$ cat config.mk
export PLATFORM = sky130hd
export DESIGN_NAME = decimal_to_fixed_point_parser_top_flat
export DESIGN_NICKNAME = d
export VERILOG_FILES = /design/src/design/dfp_pkg.sv /design/src/design/dfp_in_if.sv /design/src/design/dfp_out_if.sv /design/src/design/decimal_to_fixed_point_parser_top.sv /design/src/design/dfp_ctrl.sv /design/src/design/dfp_datapath.sv /design/src/flat_wrapper.sv
export SDC_FILE = /design/constraint.sdc
export NUM_CORES = 1
export LEC_CHECK = 0
export BUFFER_PORTS_ARGS = -buffer_cell sky130_fd_sc_hd__buf_2
export CAP_MARGIN = 5
export CORE_ASPECT_RATIO = 0.7
export CORE_MARGIN = 10
export CORE_UTILIZATION = 60
export DETAILED_ROUTE_END_ITERATION = 16
export PLACE_DENSITY = 0.73
export REMOVE_ABC_BUFFERS = 1
export SYNTH_ARGS = -nofsm -noshare
export SYNTH_HDL_FRONTEND = slang
export SYNTH_SLANG_ARGS = --single-unit
$ cat constraint.sdc
create_clock -name clk -period 12.07 [get_ports clk]
set_clock_uncertainty 0.1 [all_clocks]
set_input_delay 2.414 -clock clk [delete_from_list [all_inputs] [get_ports clk]]
set_output_delay 2.414 -clock clk [all_outputs]
set_load 0.02 [all_outputs]
$ cat src/design/dfp_pkg.sv
// dfp_pkg: shared constants, types and helper functions for the decimal
// to fixed-point parser; no dependencies
`default_nettype none

package dfp_pkg;

  localparam int MAX_PREC  = 24;
  localparam int INT_BITS  = 20;
  localparam int FRAC_W    = 27;
  localparam int VALUE_W   = 45;
  localparam int PREC_W    = 5;
  localparam int DIGIT_W   = 4;
  localparam int QUOT_W    = MAX_PREC;
  localparam int PREC_RST  = 12;

  localparam logic [INT_BITS-1:0] INT_MAX = {INT_BITS{1'b1}};

  localparam logic [7:0] CH_NUL   = 8'h00;
  localparam logic [7:0] CH_TAB   = 8'h09;
  localparam logic [7:0] CH_CR    = 8'h0D;
  localparam logic [7:0] CH_SPACE = 8'h20;
  localparam logic [7:0] CH_PLUS  = 8'h2B;
  localparam logic [7:0] CH_MINUS = 8'h2D;
  localparam logic [7:0] CH_POINT = 8'h2E;
  localparam logic [7:0] CH_ZERO  = 8'h30;
  localparam logic [7:0] CH_NINE  = 8'h39;

  // commands from the controller to the datapath
  typedef struct packed {
    logic take_char;
    logic load_div;
    logic div_step;
    logic make_sum;
    logic load_out;
  } dfp_cmd_t;

  // status from the datapath to the controller
  typedef struct packed {
    logic [PREC_W-1:0] eff_prec;
  } dfp_status_t;

  // clamp the raw register into 1..MAX_PREC
  function automatic logic [PREC_W-1:0] eff_precision(input logic [PREC_W-1:0] p);
    logic [PREC_W-1:0] e;
    e = p;
    if (p == '0) e = PREC_W'(1);
    if (p > PREC_W'(MAX_PREC)) e = PREC_W'(MAX_PREC);
    return e;
  endfunction

  // kept fraction digits, (4*p+12)/13 for p in 1..24
  function automatic logic [DIGIT_W-1:0] frac_limit(input logic [PREC_W-1:0] p);
    logic [DIGIT_W-1:0] k;
    case (p) inside
      [5'd1:5'd3]:   k = 4'd1;
      [5'd4:5'd6]:   k = 4'd2;
      [5'd7:5'd9]:   k = 4'd3;
      [5'd10:5'd13]: k = 4'd4;
      [5'd14:5'd16]: k = 4'd5;
      [5'd17:5'd19]: k = 4'd6;
      [5'd20:5'd22]: k = 4'd7;
      default:       k = 4'd8;
    endcase
    return k;
  endfunction

  function automatic logic [FRAC_W-1:0] pow10(input logic [DIGIT_W-1:0] n);
    logic [FRAC_W-1:0] v;
    case (n)
      4'd0:    v = 27'd1;
      4'd1:    v = 27'd10;
      4'd2:    v = 27'd100;
      4'd3:    v = 27'd1000;
      4'd4:    v = 27'd10000;
      4'd5:    v = 27'd100000;
      4'd6:    v = 27'd1000000;
      4'd7:    v = 27'd10000000;
      4'd8:    v = 27'd100000000;
      default: v = 27'd1;
    endcase
    return v;
  endfunction

endpackage

`default_nettype wire

$ cat src/design/dfp_in_if.sv
// dfp_in_if: character input channel, valid/ready with one character a beat
// depends on dfp_pkg
`default_nettype none

interface dfp_in_if import dfp_pkg::*; ();
  logic       valid;
  logic       ready;
  logic [7:0] char_code;
  logic       last;

  modport source (output valid, output char_code, output last, input ready);
  modport sink   (input valid, input char_code, input last, output ready);
endinterface

`default_nettype wire

$ cat src/design/dfp_out_if.sv
// dfp_out_if: result channel, valid/ready with one fixed-point value a beat
// depends on dfp_pkg
`default_nettype none

interface dfp_out_if import dfp_pkg::*; ();
  logic                      valid;
  logic                      ready;
  logic signed [VALUE_W-1:0] value;
  logic                      saturated;

  modport source (output valid, output value, output saturated, input ready);
  modport sink   (input valid, input value, input saturated, output ready);
endinterface

`default_nettype wire

$ cat src/design/decimal_to_fixed_point_parser_top.sv
// decimal_to_fixed_point_parser_top: top level, joins controller and datapath
// depends on dfp_pkg, dfp_in_if, dfp_out_if, dfp_ctrl, dfp_datapath
//
//   channel  | dir | handshake        | beat payload
//   ---------+-----+------------------+-------------------------------------
//   in_ch    | in  | valid / ready    | char_code[7:0], last
//   out_ch   | out | valid / ready    | value[44:0] signed, saturated
//   cfg      | in  | cfg_we (no wait) | cfg_wdata[4:0] = precision
//
// characters are taken one a beat, one per cycle, while the parser is idle
// after the beat marked last the block pads the fraction, runs the bit-serial
// divider for p quotient bits (p = clamped precision), forms the magnitude and
// loads the output register; the last of these steps waits while the output
// register still holds an untaken result
// rst_n is synchronous; it clears the parse state and sets precision to 12
`default_nettype none

module decimal_to_fixed_point_parser_top import dfp_pkg::*; (
  input  wire logic              clk,
  input  wire logic              rst_n,
  dfp_in_if.sink                 in_ch,
  dfp_out_if.source              out_ch,
  input  wire logic              cfg_we,
  input  wire logic [PREC_W-1:0] cfg_wdata
);

  dfp_cmd_t    cmd;
  dfp_status_t status;
  logic        in_ready;
  logic        out_valid;

  // controller: sequences the per-string steps and owns both handshakes
  dfp_ctrl u_ctrl (
    .clk       (clk),
    .rst_n     (rst_n),
    .in_valid  (in_ch.valid),
    .in_last   (in_ch.last),
    .in_ready  (in_ready),
    .out_valid (out_valid),
    .out_ready (out_ch.ready),
    .status    (status),
    .cmd       (cmd)
  );

  // datapath: parse registers, divider and the result register
  dfp_datapath u_datapath (
    .clk           (clk),
    .rst_n         (rst_n),
    .cfg_we        (cfg_we),
    .cfg_wdata     (cfg_wdata),
    .char_code     (in_ch.char_code),
    .cmd           (cmd),
    .status        (status),
    .out_value     (out_ch.value),
    .out_saturated (out_ch.saturated)
  );

  assign in_ch.ready  = in_ready;
  assign out_ch.valid = out_valid;

endmodule

`default_nettype wire

$ cat src/design/dfp_ctrl.sv
// dfp_ctrl: sequencing state machine for parse, pad, divide, sum and output
// depends on dfp_pkg
`default_nettype none

module dfp_ctrl import dfp_pkg::*; (
  input  wire logic        clk,
  input  wire logic        rst_n,
  input  wire logic        in_valid,
  input  wire logic        in_last,
  output logic             in_ready,
  output logic             out_valid,
  input  wire logic        out_ready,
  input  wire dfp_status_t status,
  output dfp_cmd_t         cmd
);

  typedef enum logic [2:0] {S_IDLE, S_PAD, S_DIV, S_SUM, S_OUT} state_t;

  state_t            state_r, state_nxt;
  logic [PREC_W-1:0] cnt_r, cnt_nxt;
  logic              out_valid_r, out_valid_nxt;

  always_comb begin
    state_nxt     = state_r;
    cnt_nxt       = cnt_r;
    cmd           = '0;
    out_valid_nxt = out_valid_r && !out_ready;
    unique case (state_r)
      S_IDLE: begin
        if (in_valid) begin
          cmd.take_char = 1'b1;
          if (in_last) state_nxt = S_PAD;
        end
      end
      S_PAD: begin
        cmd.load_div = 1'b1;
        cnt_nxt      = status.eff_prec;
        state_nxt    = S_DIV;
      end
      S_DIV: begin
        cmd.div_step = 1'b1;
        cnt_nxt      = cnt_r - PREC_W'(1);
        if (cnt_r == PREC_W'(1)) state_nxt = S_SUM;
      end
      S_SUM: begin
        cmd.make_sum = 1'b1;
        state_nxt    = S_OUT;
      end
      S_OUT: begin
        if (!out_valid_r || out_ready) begin
          cmd.load_out  = 1'b1;
          out_valid_nxt = 1'b1;
          state_nxt     = S_IDLE;
        end
      end
      default: state_nxt = S_IDLE;
    endcase
  end

  always_ff @(posedge clk) begin
    if (!rst_n) begin
      state_r     <= S_IDLE;
      cnt_r       <= '0;
      out_valid_r <= 1'b0;
    end else begin
      state_r     <= state_nxt;
      cnt_r       <= cnt_nxt;
      out_valid_r <= out_valid_nxt;
    end
  end

  assign in_ready  = (state_r == S_IDLE);
  assign out_valid = out_valid_r;

endmodule

`default_nettype wire

$ cat src/design/dfp_datapath.sv
// dfp_datapath: precision register, parse state, fraction divider and result
// register; depends on dfp_pkg
`default_nettype none

module dfp_datapath import dfp_pkg::*; (
  input  wire logic                clk,
  input  wire logic                rst_n,
  input  wire logic                cfg_we,
  input  wire logic [PREC_W-1:0]   cfg_wdata,
  input  wire logic [7:0]          char_code,
  input  wire dfp_cmd_t            cmd,
  output dfp_status_t              status,
  output logic signed [VALUE_W-1:0] out_value,
  output logic                     out_saturated
);

  typedef enum logic [1:0] {PH_LEAD, PH_BODY, PH_STOP} phase_t;

  logic [PREC_W-1:0]  prec_r;
  logic [PREC_W-1:0]  eff_prec;
  logic [DIGIT_W-1:0] k_lim;

  phase_t             phase_r, phase_nxt;
  logic               neg_r, neg_nxt;
  logic               point_r, point_nxt;
  logic [INT_BITS-1:0] int_r, int_nxt;
  logic [FRAC_W-1:0]  frac_r, frac_nxt;
  logic [DIGIT_W-1:0] fdig_r, fdig_nxt;
  logic               ovf_r, ovf_nxt;

  logic               is_space, is_digit, do_body;
  logic [DIGIT_W-1:0] digit;
  logic [INT_BITS+3:0] int_ext;

  // divider and result registers
  logic [FRAC_W-1:0]  rem_r;
  logic [FRAC_W-1:0]  div_r;
  logic [QUOT_W-1:0]  quot_r;
  logic [PREC_W-1:0]  shift_r;
  logic [VALUE_W-1:0] mag_r;
  logic signed [VALUE_W-1:0] value_r;
  logic               sat_r;

  logic [DIGIT_W-1:0] total, pad_n;
  logic [FRAC_W-1:0]  frac_pad;
  logic [FRAC_W:0]    rem2;
  logic               rem_ge;

  assign eff_prec        = eff_precision(prec_r);
  assign k_lim           = frac_limit(eff_prec);
  assign status.eff_prec = eff_prec;

  always_ff @(posedge clk) begin
    if (!rst_n) prec_r <= PREC_W'(PREC_RST);
    else if (cfg_we) prec_r <= cfg_wdata;
  end

  assign is_space = (char_code >= CH_TAB && char_code <= CH_CR) || char_code == CH_SPACE;
  assign is_digit = char_code >= CH_ZERO && char_code <= CH_NINE;
  assign digit    = DIGIT_W'(char_code - CH_ZERO);
  assign int_ext  = (INT_BITS+4)'(int_r) * (INT_BITS+4)'(10) + (INT_BITS+4)'(digit);

  always_comb begin
    phase_nxt = phase_r;
    neg_nxt   = neg_r;
    point_nxt = point_r;
    int_nxt   = int_r;
    frac_nxt  = frac_r;
    fdig_nxt  = fdig_r;
    ovf_nxt   = ovf_r;
    do_body   = 1'b0;
    if (cmd.load_out) begin
      phase_nxt = PH_LEAD;
      neg_nxt   = 1'b0;
      point_nxt = 1'b0;
      int_nxt   = '0;
      frac_nxt  = '0;
      fdig_nxt  = '0;
      ovf_nxt   = 1'b0;
    end else if (cmd.take_char) begin
      case (phase_r)
        PH_LEAD: begin
          if (!is_space) begin
            if (char_code == CH_NUL) begin
              phase_nxt = PH_STOP;
            end else begin
              phase_nxt = PH_BODY;
              if (char_code == CH_MINUS) neg_nxt = 1'b1;
              else if (char_code != CH_PLUS) do_body = 1'b1;
            end
          end
        end
        PH_BODY: do_body = 1'b1;
        default: ;
      endcase
      if (do_body) begin
        if (char_code == CH_POINT) begin
          if (point_r) phase_nxt = PH_STOP;
          else point_nxt = 1'b1;
        end else if (is_digit) begin
          if (point_r) begin
            if (fdig_r < k_lim) begin
              frac_nxt = FRAC_W'(frac_r * FRAC_W'(10)) + FRAC_W'(digit);
              fdig_nxt = fdig_r + DIGIT_W'(1);
            end
          end else if (int_ext > (INT_BITS+4)'(INT_MAX)) begin
            int_nxt = INT_MAX;
            ovf_nxt = 1'b1;
          end else begin
            int_nxt = int_ext[INT_BITS-1:0];
          end
        end else begin
          phase_nxt = PH_STOP;
        end
      end
    end
  end

  always_ff @(posedge clk) begin
    if (!rst_n) begin
      phase_r <= PH_LEAD;
      neg_r   <= 1'b0;
      point_r <= 1'b0;
      int_r   <= '0;
      frac_r  <= '0;
      fdig_r  <= '0;
      ovf_r   <= 1'b0;
    end else begin
      phase_r <= phase_nxt;
      neg_r   <= neg_nxt;
      point_r <= point_nxt;
      int_r   <= int_nxt;
      frac_r  <= frac_nxt;
      fdig_r  <= fdig_nxt;
      ovf_r   <= ovf_nxt;
    end
  end

  // pad the fraction to max(count, limit) digits
  assign total    = (fdig_r > k_lim) ? fdig_r : k_lim;
  assign pad_n    = total - fdig_r;
  assign frac_pad = FRAC_W'(frac_r * pow10(pad_n));

  // restoring long division of frac*2^p by 10^total, one quotient bit a cycle
  // the remainder stays below the divisor, so it fits in FRAC_W bits
  assign rem2   = {rem_r, 1'b0};
  assign rem_ge = rem2 >= {1'b0, div_r};

  always_ff @(posedge clk) begin
    if (cmd.load_div) begin
      rem_r   <= frac_pad;
      div_r   <= pow10(total);
      quot_r  <= '0;
      shift_r <= eff_prec;
    end else if (cmd.div_step) begin
      rem_r  <= rem_ge ? FRAC_W'(rem2 - {1'b0, div_r}) : FRAC_W'(rem2);
      quot_r <= {quot_r[QUOT_W-2:0], rem_ge};
    end
    if (cmd.make_sum) begin
      mag_r <= (VALUE_W'(int_r) << shift_r) + VALUE_W'(quot_r);
    end
    if (cmd.load_out) begin
      value_r <= neg_r ? VALUE_W'(~mag_r + VALUE_W'(1)) : mag_r;
      sat_r   <= ovf_r;
    end
  end

  assign out_value     = value_r;
  assign out_saturated = sat_r;

endmodule

`default_nettype wire

$ cat src/flat_wrapper.sv
// flat-port wrapper written by rule: the top's interface ports become plain ports
module decimal_to_fixed_point_parser_top_flat import dfp_pkg::*;
  (clk, rst_n, cfg_we, cfg_wdata, in_ch_valid, in_ch_char_code, in_ch_last, in_ch_ready, out_ch_valid, out_ch_value, out_ch_saturated, out_ch_ready);
  dfp_in_if in_ch_i ();
  dfp_out_if out_ch_i ();
  input  wire logic clk;
  input  wire logic rst_n;
  input  wire logic cfg_we;
  input  wire logic [PREC_W-1:0] cfg_wdata;
  input wire logic [$bits(in_ch_i.valid)-1:0] in_ch_valid;
  input wire logic [$bits(in_ch_i.char_code)-1:0] in_ch_char_code;
  input wire logic [$bits(in_ch_i.last)-1:0] in_ch_last;
  output wire logic [$bits(in_ch_i.ready)-1:0] in_ch_ready;
  output wire logic [$bits(out_ch_i.valid)-1:0] out_ch_valid;
  output wire logic [$bits(out_ch_i.value)-1:0] out_ch_value;
  output wire logic [$bits(out_ch_i.saturated)-1:0] out_ch_saturated;
  input wire logic [$bits(out_ch_i.ready)-1:0] out_ch_ready;
  assign in_ch_i.valid = in_ch_valid;
  assign in_ch_i.char_code = in_ch_char_code;
  assign in_ch_i.last = in_ch_last;
  assign in_ch_ready = in_ch_i.ready;
  assign out_ch_valid = out_ch_i.valid;
  assign out_ch_value = out_ch_i.value;
  assign out_ch_saturated = out_ch_i.saturated;
  assign out_ch_i.ready = out_ch_ready;
  decimal_to_fixed_point_parser_top u_core (.clk(clk), .rst_n(rst_n), .in_ch(in_ch_i), .out_ch(out_ch_i), .cfg_we(cfg_we), .cfg_wdata(cfg_wdata));
endmodule
Yosys cells after proc, flatten, opt, wreduce, memory -nomap -nowiden
Memories as Yosys holds them, arrays and structs flattened. A register that Yosys moved wholly into a read port is not among the register bits.
Cells that the tools add are included.
Widths: inputs -> output; s select.
{"block": "word_totals", "ram_bits": 0, "mem_bits_ro": 800, "latch_bits": 0, "out_inout_bits": 48, "ff_bits": 244, "n_memories": 2}
{"name": "(name not given)", "words": 16, "width": 25, "read_ports": 1, "rd_clocked_by_memory_dff": 1, "wr": 0, "line": "dfp_pkg.sv:69", "text": "case (n)"}
{"name": "(name not given)", "words": 16, "width": 25, "read_ports": 1, "rd_clocked_by_memory_dff": 0, "wr": 0, "line": "dfp_pkg.sv:69"}
{"block": "op_classes", "eq_ne": 14, "shift": 1, "multipliers": 3, "n_addsub": 9, "reduce_logical": 27, "n_bitwise": 6, "n_div": 0, "mux": 44, "order_cmp": 23}
{"operator": "$mux 27", "n": 3}
{"operator": "$add 45x1->45 const B", "n": 1}
{"operator": "$add 45x24->45", "n": 1}
{"operator": "$mux 45", "n": 1}
{"operator": "$not 45->45", "n": 1}
{"operator": "$shl 20x5->45", "n": 1}
{"operator": "$mux 4", "n": 8}
{"operator": "$ge 28x27->1", "n": 1}
{"operator": "$add 27x4->27", "n": 1}
{"operator": "$mul 27x27->27", "n": 1}
{"operator": "$mul 27x3->26 const B", "n": 1}
{"operator": "$sub 27x27->27", "n": 1}
{"operator": "$add 24x4->24", "n": 1}
{"operator": "$eq 8x6->1 const B", "n": 3}
{"operator": "$gt 24x20->1 const B", "n": 1}
{"operator": "$mul 20x3->23 const B", "n": 1}
{"operator": "$mux 20", "n": 1}
{"operator": "$le 5x5->1 const B", "n": 3}
{"operator": "$mux 1", "n": 15}
{"operator": "$pmux 3 s5", "n": 1}
{"operator": "$mux 2", "n": 7}
{"operator": "$mux 3", "n": 4}
{"operator": "$reduce_and 6->1", "n": 2}
{"operator": "$ge 5x3->1 const B", "n": 2}
{"operator": "40 further kinds", "n": 65}

Depth between registers and ports, before layout
An unclocked memory read counts as a cell.
{"block": "logic_depth", "word_depth": 18, "mapped_depth": 47, "mapped_depth_nobuf": 44}

By module
A second synthesis with hierarchy kept.
{"block": "unflattened", "cells_unflattened": 3244, "hier_area_um2": 28891.5}
{"module": "dfp_datapath", "area_each_um2": 28328.4, "cells_each": 3171, "seq_area_each_um2": 5995.8, "instances": 1}
{"module": "dfp_ctrl", "area_each_um2": 563.0, "cells_each": 73, "seq_area_each_um2": 180.2, "instances": 1}

Worst setup path before layout
No wires, ideal clock.
{"block": "synth_timing", "path_kind": "reg2reg", "start": "reg u_core.u_datapath.prec_r[3]", "end": "reg u_core.u_datapath.rem_r[26] (data pin)", "setup_slack_ns": 1.383, "t_required_ns": 11.651, "t_arrival_ns": 10.269, "setup_ns": 0.319, "path_stages_with_launch": 43, "cell_sequence": "dfxtp_1 clkbuf_1 inv_1 o311a_1 a211oi_1 inv_1 ha_1 nand2b_1 a21oi_1 o21ai_1 o21ai_0 ha_1 a31oi_1 a211oi_1 a211oi_2 buf_4 buf_2 nor2b_1 [... 7 more ...] fa_1 inv_1 fa_1 fa_1 inv_1 fa_1 fa_1 xnor2_1 xnor2_1 xnor2_1 xnor2_1 xnor2_1 xnor3_1 xnor3_1 xnor2_1 xnor2_1 xnor2_1 a22oi_1"}
{"block": "synth_between", "elab_chain_len": 18}
{"element": "start, declared", "line": "dfp_datapath.sv:19", "text": "logic [PREC_W-1:0] prec_r;"}
{"element": "start signal, assigned", "line": "dfp_datapath.sv:54", "text": "if (!rst_n) prec_r <= PREC_W'(PREC_RST);"}
{"element": "start signal, assigned", "line": "dfp_datapath.sv:55", "text": "else if (cfg_we) prec_r <= cfg_wdata;"}
{"element": "branches (longest 2 deep; another with $gt 5x5->1)"}
{"element": "$mux 5 *", "line": "dfp_pkg.sv:47", "text": "if (p > PREC_W'(MAX_PREC)) e = PREC_W'(MAX_PREC);"}
{"element": "$ge 5x5->1 (not written as such) or $le 5x5->1 (tied branches)", "line": "dfp_datapath.sv:50", "text": "assign k_lim = frac_limit(eff_prec);"}
{"element": "$logic_and 1x1->1 (not written as such)", "line": "dfp_datapath.sv:50"}
{"element": "$mux 4 (6 in series)", "line": "dfp_pkg.sv:54", "text": "case (p) inside"}
{"element": "$mux 4 *", "line": "dfp_pkg.sv:54"}
{"element": "$gt 4x4->1", "line": "dfp_datapath.sv:140", "text": "assign total = (fdig_r > k_lim) ? fdig_r : k_lim;"}
{"element": "$mux 4 *", "line": "dfp_datapath.sv:140"}
{"element": "net u_core.u_datapath.total[1]", "line": "dfp_datapath.sv:44", "text": "logic [DIGIT_W-1:0] total, pad_n;"}
{"element": "$sub 4x4->4 *", "line": "dfp_datapath.sv:141", "text": "assign pad_n = total - fdig_r;"}
{"element": "$mem_v2 16x25 *"}
{"element": "$mul 27x27->27 *", "line": "dfp_datapath.sv:142", "text": "assign frac_pad = FRAC_W'(frac_r * pow10(pad_n));"}
{"element": "$mux 27 *", "line": "dfp_datapath.sv:150", "text": "if (cmd.load_div) begin"}
{"element": "end signal, assigned", "line": "dfp_datapath.sv:151", "text": "rem_r <= frac_pad;"}
{"element": "end signal, assigned", "line": "dfp_datapath.sv:156", "text": "rem_r <= rem_ge ? FRAC_W'(rem2 - {1'b0, div_r}) : FRAC_W'(rem2);"}
{"element": "end, declared", "line": "dfp_datapath.sv:36", "text": "logic [FRAC_W-1:0] rem_r;"}
Mark *: on every way through the listed nets, which the timed path passes.
A chain may end at the register's enable or synchronous reset.

Worst setup path after layout
{"block": "layout_timing", "start": "reg u_core.u_datapath.prec_r[3]", "end": "reg u_core.u_datapath.rem_r[26] (data pin)"}
{"block": "layout_between", "elab_chain_len": 18}
{"element": "branches (longest 2 deep; another with $gt 5x5->1)"}
{"element": "$mux 5 *", "line": "dfp_pkg.sv:47"}
{"element": "$ge 5x5->1 (not written as such) or $le 5x5->1 (tied branches)", "line": "dfp_datapath.sv:50"}
{"element": "$logic_and 1x1->1 (not written as such)", "line": "dfp_datapath.sv:50"}
{"element": "$mux 4 (6 in series)", "line": "dfp_pkg.sv:54"}
{"element": "$mux 4 *", "line": "dfp_pkg.sv:54"}
{"element": "$gt 4x4->1", "line": "dfp_datapath.sv:140"}
{"element": "$mux 4 *", "line": "dfp_datapath.sv:140"}
{"element": "$sub 4x4->4 *", "line": "dfp_datapath.sv:141"}
{"element": "$mem_v2 16x25 *"}
{"element": "$mul 27x27->27 *", "line": "dfp_datapath.sv:142"}
{"element": "$mux 27 *", "line": "dfp_datapath.sv:150"}
Mark *: on every way between the ends.

==> flow_summary_export.csv <==
group,metric,value,unit
grt,overflow,0,
worst_setup_path,crit_required,12230,ps
worst_setup_path,critPathMaxFanout,15,
power_and_ir_drop,p_per_area,74.22,mW/mm^2
floorplan,io_pins,67,
yosys,ys_seq_elements,237,
placement,dp_hpwl,60.75,mm
placement,io_buffers,66,
sta,maxSlewViolCount,0,
placement,place.gp.congestion,0.9759,
worst_setup_path,critPathKind,"reg2reg",
cells_and_area,n_antenna_cell,0,
sta,setup_ws,640.4,ps
placement,pre_cts_ws,689.9,ps
worst_setup_path,startpoint,"u_core.u_datapath.prec_r[3]$_SDFFE_PN1P_",
sta,finalHoldViolations,0,
worst_setup_path,cpPeakStageDelay,660,ps
grt,grt_pass1_wl,123.1,mm
cells_and_area,syn_to_final_growth,6.525,%
drt,first_iter_violations,2043,
clock_network,clockBufferDepth,3,
worst_setup_path,critPathTopFamily,"adder cells",
clock_network,postCtsHoldBufs,0,
clock_network,clkLatencyLatePin,570,ps
grt,grt_usage,0.2668,
drt,wl,76.58,mm
floorplan,dieArea,0.05734,mm^2
sta,rsz0062_at_grt,"no",
floorplan,initial_core_util,0.6042,
power_and_ir_drop,intPower,1588,uW
yosys,yosysMostFrequentCell,"inv_1",
clock_network,cts_buffers,26,
worst_setup_path,crit_arrival,11590,ps
yosys,postSynthCellCount,3181,
sta,fin_hold_ws,337.9,ps
clock_network,cts_sinks,237,
yosys,synth.top_cell.area_share,0.1889,
yosys,syn_area,0.02882,mm^2
power_and_ir_drop,peakVddDrop,0.1091,mV
worst_setup_path,worstSetupEndpointType,"flop",
drt,wl_per_cell,19.98,um
yosys,synthTopCellsByArea,"fa_1 19%, edfxtp_1 15%, ha_1 12%",
sta,tns,0,ps
grt,grt_pass1_vias,22430,
yosys,synth_edf_count,143,
cells_and_area,drive_above_1_share,0.07503,
yosys,ys.warnings.count,0,
clock_network,cts_tree,"yes",
status,status,"complete, no violations",
sta,min_period_over_period,0.9469,
clock_network,cts.htree.levels,1,
drt,dr_total_vias,22760,
cells_and_area,final_nets,3751,
yosys,syn_avg_cell_area,9.060,um^2
power_and_ir_drop,p_seq_frac,0.401,
drt,drc,0,
sta,finalSetupViolations,0,
clock_network,cts.clk_slew.worst_paths,70,ps
yosys,yosysUniqueCellTypes,103,
power_and_ir_drop,p_sw,691.0,uW
floorplan,rows,67,
floorplan,die_y,203.4,um
power_and_ir_drop,pwr-share-clk,0.392,
clock_network,cts_root_buf,"clkbuf_16",
worst_setup_path,path_buf_inv,8,
yosys,synth_common_cells,"467 x inv_1, 272 x fa_1, 268 x ha_1",
drt,via_per_inst,5.937,
worst_setup_path,cp-start-kind,"flop",
floorplan,die_w,282.0,um
yosys,synth_top_area_cell,"fa_1",
sta,worst_pin_slew,1181,ps
drt,ant_nets,0,
grt,grt_antenna_before_repair,2,
sta,clock.fmax,0.08749,GHz
job,cap_violations,0,
yosys,ys_seq_area_frac,0.2143,
floorplan,core-area,0.04770,mm^2
worst_setup_path,timing.rr.start,"u_core.u_datapath.prec_r[3]$_SDFFE_PN1P_",
power_and_ir_drop,leakage,0.01407,uW
grt,grt_start_max_net_pins,58,
yosys,synth_ff_type,"edfxtp_1",
power_and_ir_drop,sw_frac_of_total,0.3033,
hold_path,hold_class,"reg2reg",
sta,slew_headroom,0.2115,
drt,drt_pass1_iterations,7,
worst_setup_path,crit_slowest_cell,"nor2_1",
power_and_ir_drop,power_frac_comb,0.207,
yosys,synth-async-reset-ratio,0,
hold_path,hold_start,"u_core.u_datapath.ovf_r$_SDFFE_PP0P_",
sta,period_needed,11430,ps
## routing by layer
| metal | vias up | track usage | routed length [um] |
|---|---|---|---|
| li1 | 10680 | - | - |
| met4 | 0 | 0.03450 | 905 |
| met5 | - | 0 | 0 |
| met3 | 73 | 0.08860 | 8622 |
| met1 | 11070 | 0.3994 | 35990 |
| met2 | 936 | 0.3759 | 31070 |
## timing repair
item                       4_1_cts  5_1_grt
setup endpoints to repair        0        4
gates resized for setup          0        6
setup buffers                    0        2
## flip-flops by register name (all words and copies together) (netlist names), 2 cells and up
register	count
u_core.u_datapath.shift_r	5
u_core.u_datapath.out_value	45
u_core.u_datapath.div_r	20
u_core.u_datapath.prec_r	5
u_core.u_datapath.quot_r	24
u_core.u_datapath.fdig_r	4
u_core.u_datapath.frac_r	27
u_core.u_ctrl.cnt_r	5
u_core.u_datapath.phase_r	2
u_core.u_datapath.rem_r	27
u_core.u_datapath.mag_r	45
u_core.u_datapath.int_r	20
u_core.u_ctrl.state_r	3
## power by group through the flow
stage	Combinational, uW	Sequential (uW)	Clock (uW)
after global placement	433	928	0
final	471	913	894
after CTS	449	913	900
after floorplan	286	927	0
after detailed placement	446	930	0
after global routing	510	916	930
## per-stage QoR
step / instances / utilization / cell area, um^2 / power, uW
detailed placement: 3782 / 0.6223 / 29680 / 1376
CTS: 3830 / 0.6422 / 30630 / 2262
global route: 3833 / 0.6436 / 30700 / 2355
finish: 3833 / 0.6436 / 30700 / 2279
floorplan: 3054 / - / 28250 / 1213
global placement: 3782 / 0.6223 / 29680 / 1361
## final timing paths
check                                                            endpoint  slack (ps)  cells after the start
worst max register to register      u_core.u_datapath.rem_r[26]$_DFFE_PP_         640                     41
worst min register to register  u_core.u_datapath.out_saturated$_DFFE_PP_         340                      0
worst max-delay path                u_core.u_datapath.rem_r[26]$_DFFE_PP_         640                     41
worst min-delay path            u_core.u_datapath.out_saturated$_DFFE_PP_         340                      0
## cell type report
class | instances | area, um^2
Tap cell | 621 | 777.0
Clock buffer | 28 | 679.4
Inverter | 469 | 1760
Timing Repair Buffer | 110 | 680.7
Fill cell | 3948 | 17000
Sequential cell | 237 | 6176
Multi-Input combinational cell | 2348 | 20360
Clock inverter | 20 | 267.8
## cell usage in the layout (no fill, tap or decap), types with 66 or more instances in the layout
cell      instances
inv_1           466
fa_1            272
ha_1            268
nand2_1         266
nor2_1          178
and2_1          176
xnor2_1         157
o21ai_0         146
edfxtp_1        143
a21oi_1         132
dfxtp_1          94
buf_2            66
## kinds of logic after synthesis
kind of cell | count (synthesis) | synth area share
simple gates | 911 | 0.1607
mux | 90 | 0.03951
xor+xnor | 223 | 0.06925
compound gates | 584 | 0.1301
buf+inv | 596 | 0.08088
fa+ha+maj | 540 | 0.3053
flops | 237 | 0.2143
(Power assumes the default switching activity.)
